===== config.mk =====
export PLATFORM = sky130hd
export DESIGN_NAME = imu_tlv_frame_parser
export DESIGN_NICKNAME = d
export VERILOG_FILES = /design/src/sv/imu_tlv_pkg.sv /design/src/sv/imu_tlv_frame_parser.sv /design/src/sv/imu_tlv_ram.sv /design/src/sv/imu_tlv_rx.sv /design/src/sv/imu_tlv_walk.sv
export VERILOG_INCLUDE_DIRS = /design/src /design/src/sv
export SDC_FILE = /design/constraint.sdc
export NUM_CORES = 2
export LEC_CHECK = 0
export ABC_AREA = 0
export BUFFER_PORTS_ARGS = -buffer_cell sky130_fd_sc_hd__buf_2
export CAP_MARGIN = 30
export CORE_ASPECT_RATIO = 0.8
export CORE_UTILIZATION = 40
export DETAILED_ROUTE_END_ITERATION = 10
export PLACE_DENSITY = 0.63
export SYNTH_ARGS = -nofsm -noshare
export SYNTH_HDL_FRONTEND = slang
export SYNTH_SLANG_ARGS = --single-unit

===== constraint.sdc =====
create_clock -name clock -period 10.9 [get_ports clock]
set_clock_uncertainty 0.05 [all_clocks]
set_input_delay 2.18 -clock clock [delete_from_list [all_inputs] [get_ports clock]]
set_output_delay 2.18 -clock clock [all_outputs]
set_load 0.02 [all_outputs]

===== src/sv/imu_tlv_frame_parser_defines.svh =====
// Assertion macros used by the frame parser's record walk module.
`ifndef IMU_TLV_FRAME_PARSER_DEFINES_SVH
`define IMU_TLV_FRAME_PARSER_DEFINES_SVH

// The consequent must hold in the same cycle as the antecedent.
`define IMU_TLV_ASSERT_NOW(label, clk, rst, ante, cons) \
   label: assert property (@(posedge clk) disable iff (rst) (ante) |-> (cons)) \
      else $error("imu_tlv assertion failed");

// The consequent must hold in the cycle after the antecedent.
`define IMU_TLV_ASSERT_NEXT(label, clk, rst, ante, cons) \
   label: assert property (@(posedge clk) disable iff (rst) (ante) |=> (cons)) \
      else $error("imu_tlv assertion failed");

`endif


===== src/sv/imu_tlv_pkg.sv =====
package imu_tlv_pkg;

   localparam int PAYLOAD_DEPTH_DEF = 256;

   localparam logic [7:0] HDR_FIRST  = 8'h59;
   localparam logic [7:0] HDR_SECOND = 8'h53;

   localparam logic [7:0] ID_ACCEL     = 8'h10;
   localparam logic [7:0] ID_GYRO      = 8'h20;
   localparam logic [7:0] ID_MAG       = 8'h30;
   localparam logic [7:0] ID_MAG_RAW   = 8'h31;
   localparam logic [7:0] ID_EULER     = 8'h40;
   localparam logic [7:0] ID_QUAT      = 8'h41;
   localparam logic [7:0] ID_TIME_SAMP = 8'h51;
   localparam logic [7:0] ID_TIME_SYNC = 8'h52;
   localparam logic [7:0] ID_POSITION  = 8'h60;
   localparam logic [7:0] ID_VELOCITY  = 8'h70;

   typedef enum logic [2:0] {
      PH_HUNT = 3'd0,
      PH_TID0 = 3'd1,
      PH_TID1 = 3'd2,
      PH_LEN  = 3'd3,
      PH_PAY  = 3'd4,
      PH_CKL  = 3'd5,
      PH_CKH  = 3'd6
   } phase_type;

   typedef enum logic [2:0] {
      W_IDLE = 3'd0,
      W_RD   = 3'd1,
      W_USE  = 3'd2,
      W_REC  = 3'd3,
      W_STAT = 3'd4
   } walk_state_type;

   typedef struct packed {
      logic        valid;
      logic        good;
      logic [15:0] tid;
      logic [7:0]  walk_len;
   } frame_done_type;

   function automatic logic [2:0] words_for_id(input logic [7:0] id);
      logic [2:0] nw;
      unique case (id) inside
         ID_ACCEL, ID_GYRO, ID_MAG, ID_MAG_RAW, ID_EULER, ID_POSITION, ID_VELOCITY: nw = 3'd3;
         ID_QUAT:                    nw = 3'd4;
         ID_TIME_SAMP, ID_TIME_SYNC: nw = 3'd1;
         default:                    nw = 3'd0;
      endcase
      return nw;
   endfunction

endpackage


===== src/sv/imu_tlv_frame_parser.sv =====
// Frame reception takes one request per cycle; after the last check byte the record walk
// starts in the next cycle and the request side stays stalled until the walk ends.
// For a good frame the walk reads a payload byte in W_RD and uses it in W_USE, sends each
// record from W_REC, finds the end of the payload in W_RD unless an overrun stops the walk,
// and ends in W_STAT; a bad frame goes straight there, and a stalled result holds the walk.
// Synchronous reset clears the receiver, walk state and rsp_valid but not the payload RAM.
module imu_tlv_frame_parser #(
   parameter int PAYLOAD_DEPTH = imu_tlv_pkg::PAYLOAD_DEPTH_DEF
) (
   input  logic        clock,
   input  logic        reset,
   input  logic        req_valid,
   output logic        req_stall,
   input  logic [7:0]  req_rx_byte,
   output logic        rsp_valid,
   input  logic        rsp_stall,
   output logic [7:0]  rsp_record_id,
   output logic [31:0] rsp_word0,
   output logic [31:0] rsp_word1,
   output logic [31:0] rsp_word2,
   output logic [31:0] rsp_word3,
   output logic [2:0]  rsp_word_count,
   output logic [15:0] rsp_frame_tid,
   output logic        rsp_is_status,
   output logic        rsp_frame_status,
   output logic        rsp_last
);

   import imu_tlv_pkg::*;

   localparam int AW = $clog2(PAYLOAD_DEPTH);

   logic           accept;
   logic           busy;
   logic           wr_en;
   logic [AW-1:0]  wr_addr;
   logic [7:0]     wr_data;
   logic           rd_en;
   logic [AW-1:0]  rd_addr;
   logic [7:0]     rd_data;
   frame_done_type done;

   assign req_stall = busy;
   assign accept    = req_valid && !busy;

   imu_tlv_ram #(
      .WIDTH (8),
      .DEPTH (PAYLOAD_DEPTH)
   ) u_ram (
      .clock   (clock),
      .wr_en   (wr_en),
      .wr_addr (wr_addr),
      .wr_data (wr_data),
      .rd_en   (rd_en),
      .rd_addr (rd_addr),
      .rd_data (rd_data)
   );

   imu_tlv_rx #(
      .PAYLOAD_DEPTH (PAYLOAD_DEPTH)
   ) u_rx (
      .clock   (clock),
      .reset   (reset),
      .accept  (accept),
      .rx_byte (req_rx_byte),
      .wr_en   (wr_en),
      .wr_addr (wr_addr),
      .wr_data (wr_data),
      .done    (done)
   );

   imu_tlv_walk #(
      .PAYLOAD_DEPTH (PAYLOAD_DEPTH)
   ) u_walk (
      .clock            (clock),
      .reset            (reset),
      .done             (done),
      .busy             (busy),
      .rd_en            (rd_en),
      .rd_addr          (rd_addr),
      .rd_data          (rd_data),
      .rsp_valid        (rsp_valid),
      .rsp_stall        (rsp_stall),
      .rsp_record_id    (rsp_record_id),
      .rsp_word0        (rsp_word0),
      .rsp_word1        (rsp_word1),
      .rsp_word2        (rsp_word2),
      .rsp_word3        (rsp_word3),
      .rsp_word_count   (rsp_word_count),
      .rsp_frame_tid    (rsp_frame_tid),
      .rsp_is_status    (rsp_is_status),
      .rsp_frame_status (rsp_frame_status),
      .rsp_last         (rsp_last)
   );

endmodule


===== src/sv/imu_tlv_ram.sv =====
module imu_tlv_ram #(
   parameter int WIDTH = 8,
   parameter int DEPTH = 256
) (
   input  logic                     clock,
   input  logic                     wr_en,
   input  logic [$clog2(DEPTH)-1:0] wr_addr,
   input  logic [WIDTH-1:0]         wr_data,
   input  logic                     rd_en,
   input  logic [$clog2(DEPTH)-1:0] rd_addr,
   output logic [WIDTH-1:0]         rd_data
);

   logic [WIDTH-1:0] mem_ff [DEPTH];
   logic [WIDTH-1:0] rd_data_ff;

   always_ff @(posedge clock) begin
      if (wr_en) begin
         mem_ff[wr_addr] <= wr_data;
      end
      if (rd_en) begin
         rd_data_ff <= mem_ff[rd_addr];
      end
   end

   assign rd_data = rd_data_ff;

endmodule


===== src/sv/imu_tlv_rx.sv =====
module imu_tlv_rx #(
   parameter int PAYLOAD_DEPTH = imu_tlv_pkg::PAYLOAD_DEPTH_DEF
) (
   input  logic                             clock,
   input  logic                             reset,
   input  logic                             accept,
   input  logic [7:0]                       rx_byte,
   output logic                             wr_en,
   output logic [$clog2(PAYLOAD_DEPTH)-1:0] wr_addr,
   output logic [7:0]                       wr_data,
   output imu_tlv_pkg::frame_done_type      done
);

   import imu_tlv_pkg::*;

   localparam int AW = $clog2(PAYLOAD_DEPTH);

   phase_type   phase_ff, phase_in;
   logic [7:0]  prev_ff, prev_in;
   logic [15:0] tid_ff, tid_in;
   logic [7:0]  len_ff, len_in;
   logic [7:0]  idx_ff, idx_in;
   logic [7:0]  sum_a_ff, sum_a_in;
   logic [7:0]  sum_b_ff, sum_b_in;
   logic [7:0]  ckl_ff, ckl_in;
   logic [7:0]  sum_a_next;

   always_ff @(posedge clock) begin
      if (reset) begin
         phase_ff <= PH_HUNT;
         prev_ff  <= '0;
         tid_ff   <= '0;
         len_ff   <= '0;
         idx_ff   <= '0;
         sum_a_ff <= '0;
         sum_b_ff <= '0;
         ckl_ff   <= '0;
      end else begin
         phase_ff <= phase_in;
         prev_ff  <= prev_in;
         tid_ff   <= tid_in;
         len_ff   <= len_in;
         idx_ff   <= idx_in;
         sum_a_ff <= sum_a_in;
         sum_b_ff <= sum_b_in;
         ckl_ff   <= ckl_in;
      end
   end

   assign sum_a_next = sum_a_ff + rx_byte;
   assign wr_addr    = idx_ff[AW-1:0];
   assign wr_data    = rx_byte;

   always_comb begin
      phase_in = phase_ff;
      prev_in  = prev_ff;
      tid_in   = tid_ff;
      len_in   = len_ff;
      idx_in   = idx_ff;
      sum_a_in = sum_a_ff;
      sum_b_in = sum_b_ff;
      ckl_in   = ckl_ff;
      wr_en    = 1'b0;
      done     = '0;
      if (accept) begin
         unique case (phase_ff)
            PH_TID0: begin
               tid_in   = {8'h00, rx_byte};
               sum_a_in = sum_a_next;
               sum_b_in = sum_b_ff + sum_a_next;
               phase_in = PH_TID1;
            end
            PH_TID1: begin
               tid_in   = {rx_byte, tid_ff[7:0]};
               sum_a_in = sum_a_next;
               sum_b_in = sum_b_ff + sum_a_next;
               phase_in = PH_LEN;
            end
            PH_LEN: begin
               len_in   = rx_byte;
               idx_in   = '0;
               sum_a_in = sum_a_next;
               sum_b_in = sum_b_ff + sum_a_next;
               phase_in = (rx_byte == 8'h00) ? PH_CKL : PH_PAY;
            end
            PH_PAY: begin
               wr_en    = ({1'b0, idx_ff} < 9'(PAYLOAD_DEPTH));
               idx_in   = idx_ff + 8'd1;
               sum_a_in = sum_a_next;
               sum_b_in = sum_b_ff + sum_a_next;
               if (idx_ff + 8'd1 == len_ff) begin
                  phase_in = PH_CKL;
               end
            end
            PH_CKL: begin
               ckl_in   = rx_byte;
               phase_in = PH_CKH;
            end
            PH_CKH: begin
               done.valid    = 1'b1;
               done.good     = (ckl_ff == sum_a_ff) && (rx_byte == sum_b_ff);
               done.tid      = tid_ff;
               done.walk_len = ({1'b0, len_ff} >= 9'(PAYLOAD_DEPTH)) ?
                               8'(PAYLOAD_DEPTH) : len_ff;
               phase_in      = PH_HUNT;
               prev_in       = '0;
            end
            default: begin
               if (prev_ff == HDR_FIRST && rx_byte == HDR_SECOND) begin
                  phase_in = PH_TID0;
                  prev_in  = '0;
                  sum_a_in = '0;
                  sum_b_in = '0;
                  tid_in   = '0;
               end else begin
                  phase_in = PH_HUNT;
                  prev_in  = rx_byte;
               end
            end
         endcase
      end
   end

endmodule


===== src/sv/imu_tlv_walk.sv =====
`include "imu_tlv_frame_parser_defines.svh"

module imu_tlv_walk #(
   parameter int PAYLOAD_DEPTH = imu_tlv_pkg::PAYLOAD_DEPTH_DEF
) (
   input  logic                             clock,
   input  logic                             reset,
   input  imu_tlv_pkg::frame_done_type      done,
   output logic                             busy,
   output logic                             rd_en,
   output logic [$clog2(PAYLOAD_DEPTH)-1:0] rd_addr,
   input  logic [7:0]                       rd_data,
   output logic                             rsp_valid,
   input  logic                             rsp_stall,
   output logic [7:0]                       rsp_record_id,
   output logic [31:0]                      rsp_word0,
   output logic [31:0]                      rsp_word1,
   output logic [31:0]                      rsp_word2,
   output logic [31:0]                      rsp_word3,
   output logic [2:0]                       rsp_word_count,
   output logic [15:0]                      rsp_frame_tid,
   output logic                             rsp_is_status,
   output logic                             rsp_frame_status,
   output logic                             rsp_last
);

   import imu_tlv_pkg::*;

   localparam int AW = $clog2(PAYLOAD_DEPTH);

   walk_state_type state_ff, state_in;
   logic [7:0]   pos_ff, pos_in;
   logic [4:0]   off_ff, off_in;
   logic [7:0]   len_ff, len_in;
   logic [15:0]  tid_ff, tid_in;
   logic         good_ff, good_in;
   logic [7:0]   id_ff, id_in;
   logic [2:0]   nw_ff, nw_in;
   logic [127:0] words_ff, words_in;

   logic         rsp_valid_ff, rsp_valid_in;
   logic [7:0]   rsp_id_ff, rsp_id_in;
   logic [127:0] rsp_words_ff, rsp_words_in;
   logic [2:0]   rsp_count_ff, rsp_count_in;
   logic [15:0]  rsp_tid_ff, rsp_tid_in;
   logic         rsp_stat_flag_ff, rsp_stat_flag_in;
   logic         rsp_status_ff, rsp_status_in;
   logic         rsp_last_ff, rsp_last_in;

   logic         out_free;
   logic         out_take;
   logic         load;
   logic [7:0]   rem;
   logic [2:0]   nw_data;
   logic [4:0]   nw4;
   logic [7:0]   rec_len;
   logic [3:0]   byte_k;
   logic [8:0]   addr_sum;

   always_ff @(posedge clock) begin
      if (reset) begin
         state_ff     <= W_IDLE;
         rsp_valid_ff <= 1'b0;
      end else begin
         state_ff     <= state_in;
         rsp_valid_ff <= rsp_valid_in;
      end
   end

   always_ff @(posedge clock) begin
      pos_ff           <= pos_in;
      off_ff           <= off_in;
      len_ff           <= len_in;
      tid_ff           <= tid_in;
      good_ff          <= good_in;
      id_ff            <= id_in;
      nw_ff            <= nw_in;
      words_ff         <= words_in;
      rsp_id_ff        <= rsp_id_in;
      rsp_words_ff     <= rsp_words_in;
      rsp_count_ff     <= rsp_count_in;
      rsp_tid_ff       <= rsp_tid_in;
      rsp_stat_flag_ff <= rsp_stat_flag_in;
      rsp_status_ff    <= rsp_status_in;
      rsp_last_ff      <= rsp_last_in;
   end

   assign busy     = (state_ff != W_IDLE);
   assign out_take = rsp_valid_ff && !rsp_stall;
   assign out_free = !rsp_valid_ff || !rsp_stall;
   assign rem      = len_ff - pos_ff;
   assign nw_data  = words_for_id(rd_data);
   assign nw4      = {nw_ff, 2'b00};
   assign rec_len  = {3'b000, nw4} + 8'd2;
   assign byte_k   = 4'(off_ff - 5'd2);
   assign addr_sum = {1'b0, pos_ff} + {4'b0000, off_ff};
   assign rd_addr  = addr_sum[AW-1:0];

   always_comb begin
      state_in         = state_ff;
      pos_in           = pos_ff;
      off_in           = off_ff;
      len_in           = len_ff;
      tid_in           = tid_ff;
      good_in          = good_ff;
      id_in            = id_ff;
      nw_in            = nw_ff;
      words_in         = words_ff;
      rd_en            = 1'b0;
      load             = 1'b0;
      rsp_id_in        = rsp_id_ff;
      rsp_words_in     = rsp_words_ff;
      rsp_count_in     = rsp_count_ff;
      rsp_tid_in       = rsp_tid_ff;
      rsp_stat_flag_in = rsp_stat_flag_ff;
      rsp_status_in    = rsp_status_ff;
      rsp_last_in      = rsp_last_ff;
      unique case (state_ff)
         W_IDLE: begin
            if (done.valid) begin
               pos_in   = '0;
               off_in   = '0;
               len_in   = done.walk_len;
               tid_in   = done.tid;
               good_in  = done.good;
               state_in = done.good ? W_RD : W_STAT;
            end
         end
         W_RD: begin
            if (off_ff == 5'd0 && pos_ff >= len_ff) begin
               state_in = W_STAT;
            end else begin
               rd_en    = 1'b1;
               state_in = W_USE;
            end
         end
         W_USE: begin
            state_in = W_RD;
            if (off_ff == 5'd0) begin
               id_in = rd_data;
               nw_in = nw_data;
               if (nw_data != 3'd0 && rem >= 8'd2) begin
                  off_in = 5'd1;
               end else begin
                  pos_in = pos_ff + 8'd1;
               end
            end else if (off_ff == 5'd1) begin
               if (rd_data == {3'b000, nw4}) begin
                  if (rec_len > rem) begin
                     state_in = W_STAT;
                  end else begin
                     off_in   = 5'd2;
                     words_in = '0;
                  end
               end else begin
                  pos_in = pos_ff + 8'd1;
                  off_in = 5'd0;
               end
            end else begin
               words_in[{byte_k, 3'b000} +: 8] = rd_data;
               if (off_ff == nw4 + 5'd1) begin
                  state_in = W_REC;
               end else begin
                  off_in = off_ff + 5'd1;
               end
            end
         end
         W_REC: begin
            if (out_free) begin
               load             = 1'b1;
               rsp_id_in        = id_ff;
               rsp_words_in     = words_ff;
               rsp_count_in     = nw_ff;
               rsp_tid_in       = tid_ff;
               rsp_stat_flag_in = 1'b0;
               rsp_status_in    = 1'b0;
               rsp_last_in      = 1'b0;
               pos_in           = pos_ff + rec_len;
               off_in           = '0;
               state_in         = W_RD;
            end
         end
         W_STAT: begin
            if (out_free) begin
               load             = 1'b1;
               rsp_id_in        = '0;
               rsp_words_in     = '0;
               rsp_count_in     = '0;
               rsp_tid_in       = tid_ff;
               rsp_stat_flag_in = 1'b1;
               rsp_status_in    = !good_ff;
               rsp_last_in      = 1'b1;
               state_in         = W_IDLE;
            end
         end
         default: begin
            state_in = W_IDLE;
         end
      endcase
      rsp_valid_in = load ? 1'b1 : (out_take ? 1'b0 : rsp_valid_ff);
   end

   assign rsp_valid        = rsp_valid_ff;
   assign rsp_record_id    = rsp_id_ff;
   assign rsp_word0        = rsp_words_ff[31:0];
   assign rsp_word1        = rsp_words_ff[63:32];
   assign rsp_word2        = rsp_words_ff[95:64];
   assign rsp_word3        = rsp_words_ff[127:96];
   assign rsp_word_count   = rsp_count_ff;
   assign rsp_frame_tid    = rsp_tid_ff;
   assign rsp_is_status    = rsp_stat_flag_ff;
   assign rsp_frame_status = rsp_status_ff;
   assign rsp_last         = rsp_last_ff;

   `IMU_TLV_ASSERT_NOW(a_done_when_idle, clock, reset, done.valid, state_ff == W_IDLE)
   `IMU_TLV_ASSERT_NEXT(a_read_then_use, clock, reset, rd_en, state_ff == W_USE)
   `IMU_TLV_ASSERT_NOW(a_pos_in_range, clock, reset, state_ff != W_IDLE, pos_ff <= len_ff)
   `IMU_TLV_ASSERT_NOW(a_count_vs_status, clock, reset, rsp_valid_ff,
      rsp_stat_flag_ff == (rsp_count_ff == 3'd0))

endmodule


Word-level counts from Yosys, hierarchy flattened
Memories as Yosys holds them, arrays and structs flattened. A register that Yosys moved wholly into a read port is not among the register bits.
Cells that the tools add are included.
{ "word_totals": {"regBits": 405, "latch_bits": 0, "ram_bits": 2048, "rom_bits": 0, "in_bits": 12, "out_inout_bits": 160, "wordCells": 204, "mem_count": 1} }
{ "classes": {"n_addsub": 12, "multipliers": 0, "div_mod_pow": 0, "n_lt_le_gt_ge": 3, "eq_ne": 40, "shift": 2, "n_mux": 69, "n_bitwise": 5, "n_reduce_logical": 47} }
{ "memory_table": {"columns": ["memory", "depth", "word_bits", "read_ports", "rd_ports_with_merged_regs", "write_ports", "line", "source"], "rows": [
  ["u_ram.mem_ff", 256, 8, 1, 1, 1, "imu_tlv_ram.sv:14", "logic [WIDTH-1:0] mem_ff [DEPTH];"]
]} }
{ "op_table": {"columns": ["op", "n"], "rows": [
  ["128-bit 2-to-1 mux", 5],
  ["128-bit case mux with 2 select lines", 1],
  ["128-bit bitwise mux", 1],
  ["8-bit by 9-bit variable shift with 128-bit output, first input constant", 1],
  ["8-bit by 9-bit variable part select with 128-bit output", 1],
  ["8-bit 2-to-1 mux", 10],
  ["8-bit case mux with 2 select lines", 5],
  ["8-bit by 7-bit == test with 1-bit output, second input constant", 8],
  ["26-bit 2-to-1 mux", 2],
  ["16-bit case mux with 3 select lines", 1],
  ["5-bit 2-to-1 mux", 8],
  ["3-bit 2-to-1 mux", 11],
  ["8-bit adder", 3],
  ["8-bit by 6-bit == test with 1-bit output, second input constant", 3],
  ["8-bit == test", 3],
  ["8-bit case mux with 3 select lines", 1],
  ["3-bit case mux with 6 select lines", 1],
  ["2-bit AND reduction", 9],
  ["8-bit by 1-bit adder with 8-bit output, second input constant", 2],
  ["16-bit 2-to-1 mux", 1],
  ["1-bit 2-to-1 mux", 15],
  ["3-bit case mux with 5 select lines", 1],
  ["5-bit case mux with 3 select lines", 1],
  ["3-bit by 2-bit == test with 1-bit output, second input constant", 4],
  ["42 further kinds", 80]
]} }

Depth between registers and ports, before layout
{ "logic_depth": {"depth_word": 8, "depth_mapped": 13, "mapped_depth_nobuf": 13} }

Cells and area by module
A second synthesis with hierarchy kept.
{ "hier_totals": {"cells_unflattened": 5360, "area_unflattened_um2": 98563.3} }
{ "modules_own_cells": {"columns": ["mod", "instances", "cells_each", "area_per_inst_um2", "seq_area_each_um2"], "rows": [
  ["imu_tlv_ram", 1, 3733, 79636.4, 61739.2],
  ["imu_tlv_walk", 1, 1154, 15061.9, 10109.7],
  ["imu_tlv_rx", 1, 472, 3851.2, 1341.3],
  ["imu_tlv_frame_parser", 1, 1, 13.8, 0.0]
]} }

Least setup slack after synthesis
Ideal clock, no wire load.
{ "synth_timing": {"path_type": "input port to flip-flop", "from": "in rsp_stall", "to": "reg u_walk.rsp_status_ff (netlist: u_walk.rsp_frame_status), enable pin", "setup_time_ns": 0.688, "arrival_ns": 8.982, "required_time_ns": 10.162, "path_slack_ns": 1.180, "cell_stages": 1, "path_buffers": 0, "cell_sequence": "a21oi_1"} }
{ "synth_between": {"elab_chain_len": 4, "word_cells_on_any_way": 5, "classes_between": "eq/ne: 2; reduce/logical: 3"} }
{ "synth_lines": {"columns": ["element", "line", "source"], "rows": [
  ["from (decl)", "imu_tlv_frame_parser.sv:16", "input logic rsp_stall,"],
  ["1-bit zero test (*)", "imu_tlv_walk.sv:90", "assign out_free = !rsp_valid_ff || !rsp_stall;"],
  ["1-bit logical OR (*)", "imu_tlv_walk.sv:90", null],
  ["2-bit by 1-bit inequality test with 1-bit output (no line)", null, null],
  ["3-bit AND reduction (no line) (*)", null, null],
  ["to (signal assigned)", "imu_tlv_walk.sv:84", "rsp_status_ff <= rsp_status_in;"],
  ["to (decl)", "imu_tlv_walk.sv:47", "logic rsp_status_ff, rsp_status_in;"]
]} }
Mark *: on every way between the ends. The rest lies on a longest branch, timed or not.
A chain may end at the register's enable or synchronous reset.

Worst setup path after layout
{ "layout_timing": {"from": "reg u_walk.off_ff[0]", "to": "reg u_ram.rd_data_ff[6] (netlist: u_ram.rd_data[6]) (read register of u_ram.mem_ff) (data pin)"} }
{ "layout_between": {"elab_chain_len": 4, "word_cells_on_any_way": 5, "classes_between": "add/sub: 1; mux: 2; reduce/logical: 2"} }
{ "layout_lines": {"columns": ["element", "line", "source"], "rows": [
  ["from (decl)", "imu_tlv_walk.sv:33", "logic [4:0] off_ff, off_in;"],
  ["from (signal assigned)", "imu_tlv_walk.sv:72", "off_ff <= off_in;"],
  ["branches (longest 4 deep; another with 8-bit by 5-bit adder with 8-bit output)", null, null],
  ["to (decl)", "imu_tlv_ram.sv:15", "logic [WIDTH-1:0] rd_data_ff;"]
]} }
Parallel ways; which one is timed is not known.

==> metrics.cfg <==
[sta]
setup_viol=0
fmax_ghz=0.180
slew_violations=0
period_share_pct=51.0
relSlewSlack_pct=30.4
timing_hold_violations_final=0
tns_ns=0
period_needed_ns=5.56
worstMarginPinSlew_ns=1.04
rsz0062_at_grt=false

[routing]
drc=0
dr.pass1.iters=6
routed_wl_um=240000
antenna_left=0
first_iter_violations=6483
vias_per_cell=5.65
vias=49400
wl_per_cell_um=27.5

[grt]
grt_util_all_layers_pct=19.2
grt_max_degree=197
antenna_found_initial=10
grt_remaining_overflow=0
grt_pass1_vias=48300
grt_first_pass_wirelength_um=346000

[cts]
cts_resized=0
clock-sinks=2461
clk_pin_slew_ns=0.06
cts_setup_buffers=0
hold_buffers=0
worstSkewPairLatency_ns=0.89
numCtsBuffers=230
htree_levels=4
cts_buffer_depth=4
cts-root-buf=clkbuf_16
cts_tree=yes

[synth]
ys_ff_latch=2461
synth_area_um2=98000
synth.distinct_cells=67
synth_top_area_cell=edfxtp_1
ys_warn_count=0
synth_edf_count=2390
synth.top_cell.area_share_pct=73.2
synth-async-reset-ratio_pct=0
syn_avg_cell_area_um2=19.6
synthesis.nets=5073
syn-instance-count=5009
synth_area_leaders=edfxtp_1 (73%), mux4_2 (15%), nor2_1 (2.0%), dfxtp_1 (1.5%), nor2b_1 (0.98%)
yosysSeqAreaShare_pct=74.7
synth-main-ff-cell=edfxtp_1

[die]
core_area_um2=244000
fp.dieW_um=555
rows=162
io_pins=172
die_h_um=445
die_area_um2=247000
start_util_pct=40.2

[placement]
gp_congestion=0.803
hpwl_um=144000
port_buffers=171

[setup_path]
start_kind=flip-flop
critPathMaxFanout=50
critPathRequiredTime_ns=11.46
endpoint_kind=flip-flop
worstSetupPathType=flip-flop to flip-flop
critPathArrivalTime_ns=6.11

[power_and_ir_drop]
p_leak_nw=34.8
p_total_w=0.0185
ir_drop_uv=139
p_per_area_nw_per_um2=167

[run_status]
status=completed

[layout]
final_cell_mix=edfxtp_1 (2390), mux4_2 (638), nor2_1 (523), clkbuf_16 (232), buf_2 (163)
fin_nets=5332
fillers=20600
final_common_cell=edfxtp_1
area_delta_synth_final_pct=12.9
drive_above_1_share_pct=24.7

[flow_run]
drv_cap=0

[worst_hold_path]
hp-class=flip-flop to flip-flop

-- registers in the layout (all words and copies together), names as in the netlist, 16 cells and up --
register	cells
u_ram.mem_ff	2048
u_walk.rsp_words_ff	128
u_walk.words_ff	128
u_rx.tid_ff	16
u_walk.rsp_frame_tid	16
u_walk.tid_ff	16
-- layer usage --
layer / wire (um) / GRT usage (%) / share of wire [%]
met1: 104000 / 28.6 / 43
met2: 108000 / 28.8 / 45
met3: 23700 / 4.73 / 9.8
met4: 4350 / 3.99 / 1.8
met5: 39 / 0 / 0.016
-- critical path, cell delays in order, from the launching register on --
cell	delay, ns
edfxtp_1	0.57
ha_4	0.26
fa_4	1.19
buf_4	0.57
buf_4	0.75
mux4_2	0.47
mux4_2	0.49
nor2_1	0.21
nor2_1	0.13
o22ai_1	0.46
nor4_1	0.09
-- where the power goes --
part           internal (W)  total [W]  switching [W]  leakage [nW]
combinational     0.0000207   0.000177       0.000156          9.26
sequential           0.0103     0.0103    0.000000843          22.0
clock               0.00448    0.00796        0.00348          3.58
-- kinds of logic after synthesis --
family	count (synthesis)	share of synthesized area, %
AOI/OAI and AO/OA	326	2.03
xor gates and xnor gates	76	0.687
adders and majority gates	52	0.702
buffers and inverters	317	1.45
DFF	2461	74.7
muxes	714	15.5
and+or+nand+nor	1063	4.98
-- path summary, 6_finish.rpt --
path                                   startpoint                       end  slack (ns)  cells after the start
worst max-delay path             u_walk.off_ff[0]          u_ram.rd_data[6]        5.34                     10
worst min-delay path            u_walk.tid_ff[10]  u_walk.rsp_frame_tid[10]        0.36                      0
worst max register to register   u_walk.off_ff[0]          u_ram.rd_data[6]        5.34                     10
worst min register to register  u_walk.tid_ff[10]  u_walk.rsp_frame_tid[10]        0.36                      0
-- synthesized netlist by cell type (all sizes together) (3+ instances only) --
| cell | count |
|---|---|
| inv | 25 |
| nand3 | 65 |
| or2 | 3 |
| xor2 | 34 |
| clkbuf | 187 |
| o2bb2ai | 8 |
| nor3 | 36 |
| or3 | 13 |
| nand4b | 3 |
| nand4 | 21 |
| nor2b | 154 |
| mux2 | 16 |
| nor4b | 8 |
| o21a | 3 |
| fa | 5 |
| a22oi | 18 |
| edfxtp | 2390 |
| dfxtp | 71 |
| nor2 | 523 |
| and2 | 13 |
| nand2 | 160 |
| o31ai | 5 |
| xnor2 | 42 |
| o21ai | 30 |
| and3 | 38 |
| mux2i | 60 |
| nor4 | 12 |
| a31oi | 10 |
| ha | 47 |
| nand2b | 9 |
| o21bai | 6 |
| a211oi | 8 |
| a21o | 19 |
| buf | 104 |
| o211ai | 5 |
| a21oi | 161 |
| o22ai | 38 |
| mux4 | 638 |
-- through the flow --
step	util (%)	cell area (um^2)	hold slack [ns]	cells	worst slack, ns
after floorplan	-	98000	0.350	5009	1.18
after global placement	42.2	103000	0.354	8270	5.27
after detailed placement	42.3	103000	0.355	8307	5.30
after global routing	45.4	111000	0.373	8736	5.24
final	45.4	111000	0.364	8741	5.34
after CTS	45.3	110000	0.366	8727	5.32
-- final cells by class --
type	count	area (um^2)	area share [%]
Inverter	26	97.6	0.0882
Clock buffer	281	6050	5.47
Sequential cell	2461	73200	66.2
Multi-Input combinational cell	2231	23600	21.3
Clock inverter	139	1280	1.15
Tap cell	3280	4100	3.71
Timing Repair Buffer	318	2340	2.11
Antenna cell	5	12.5	0.0113
No activity file was read; power rests on OpenSTA's default activity.
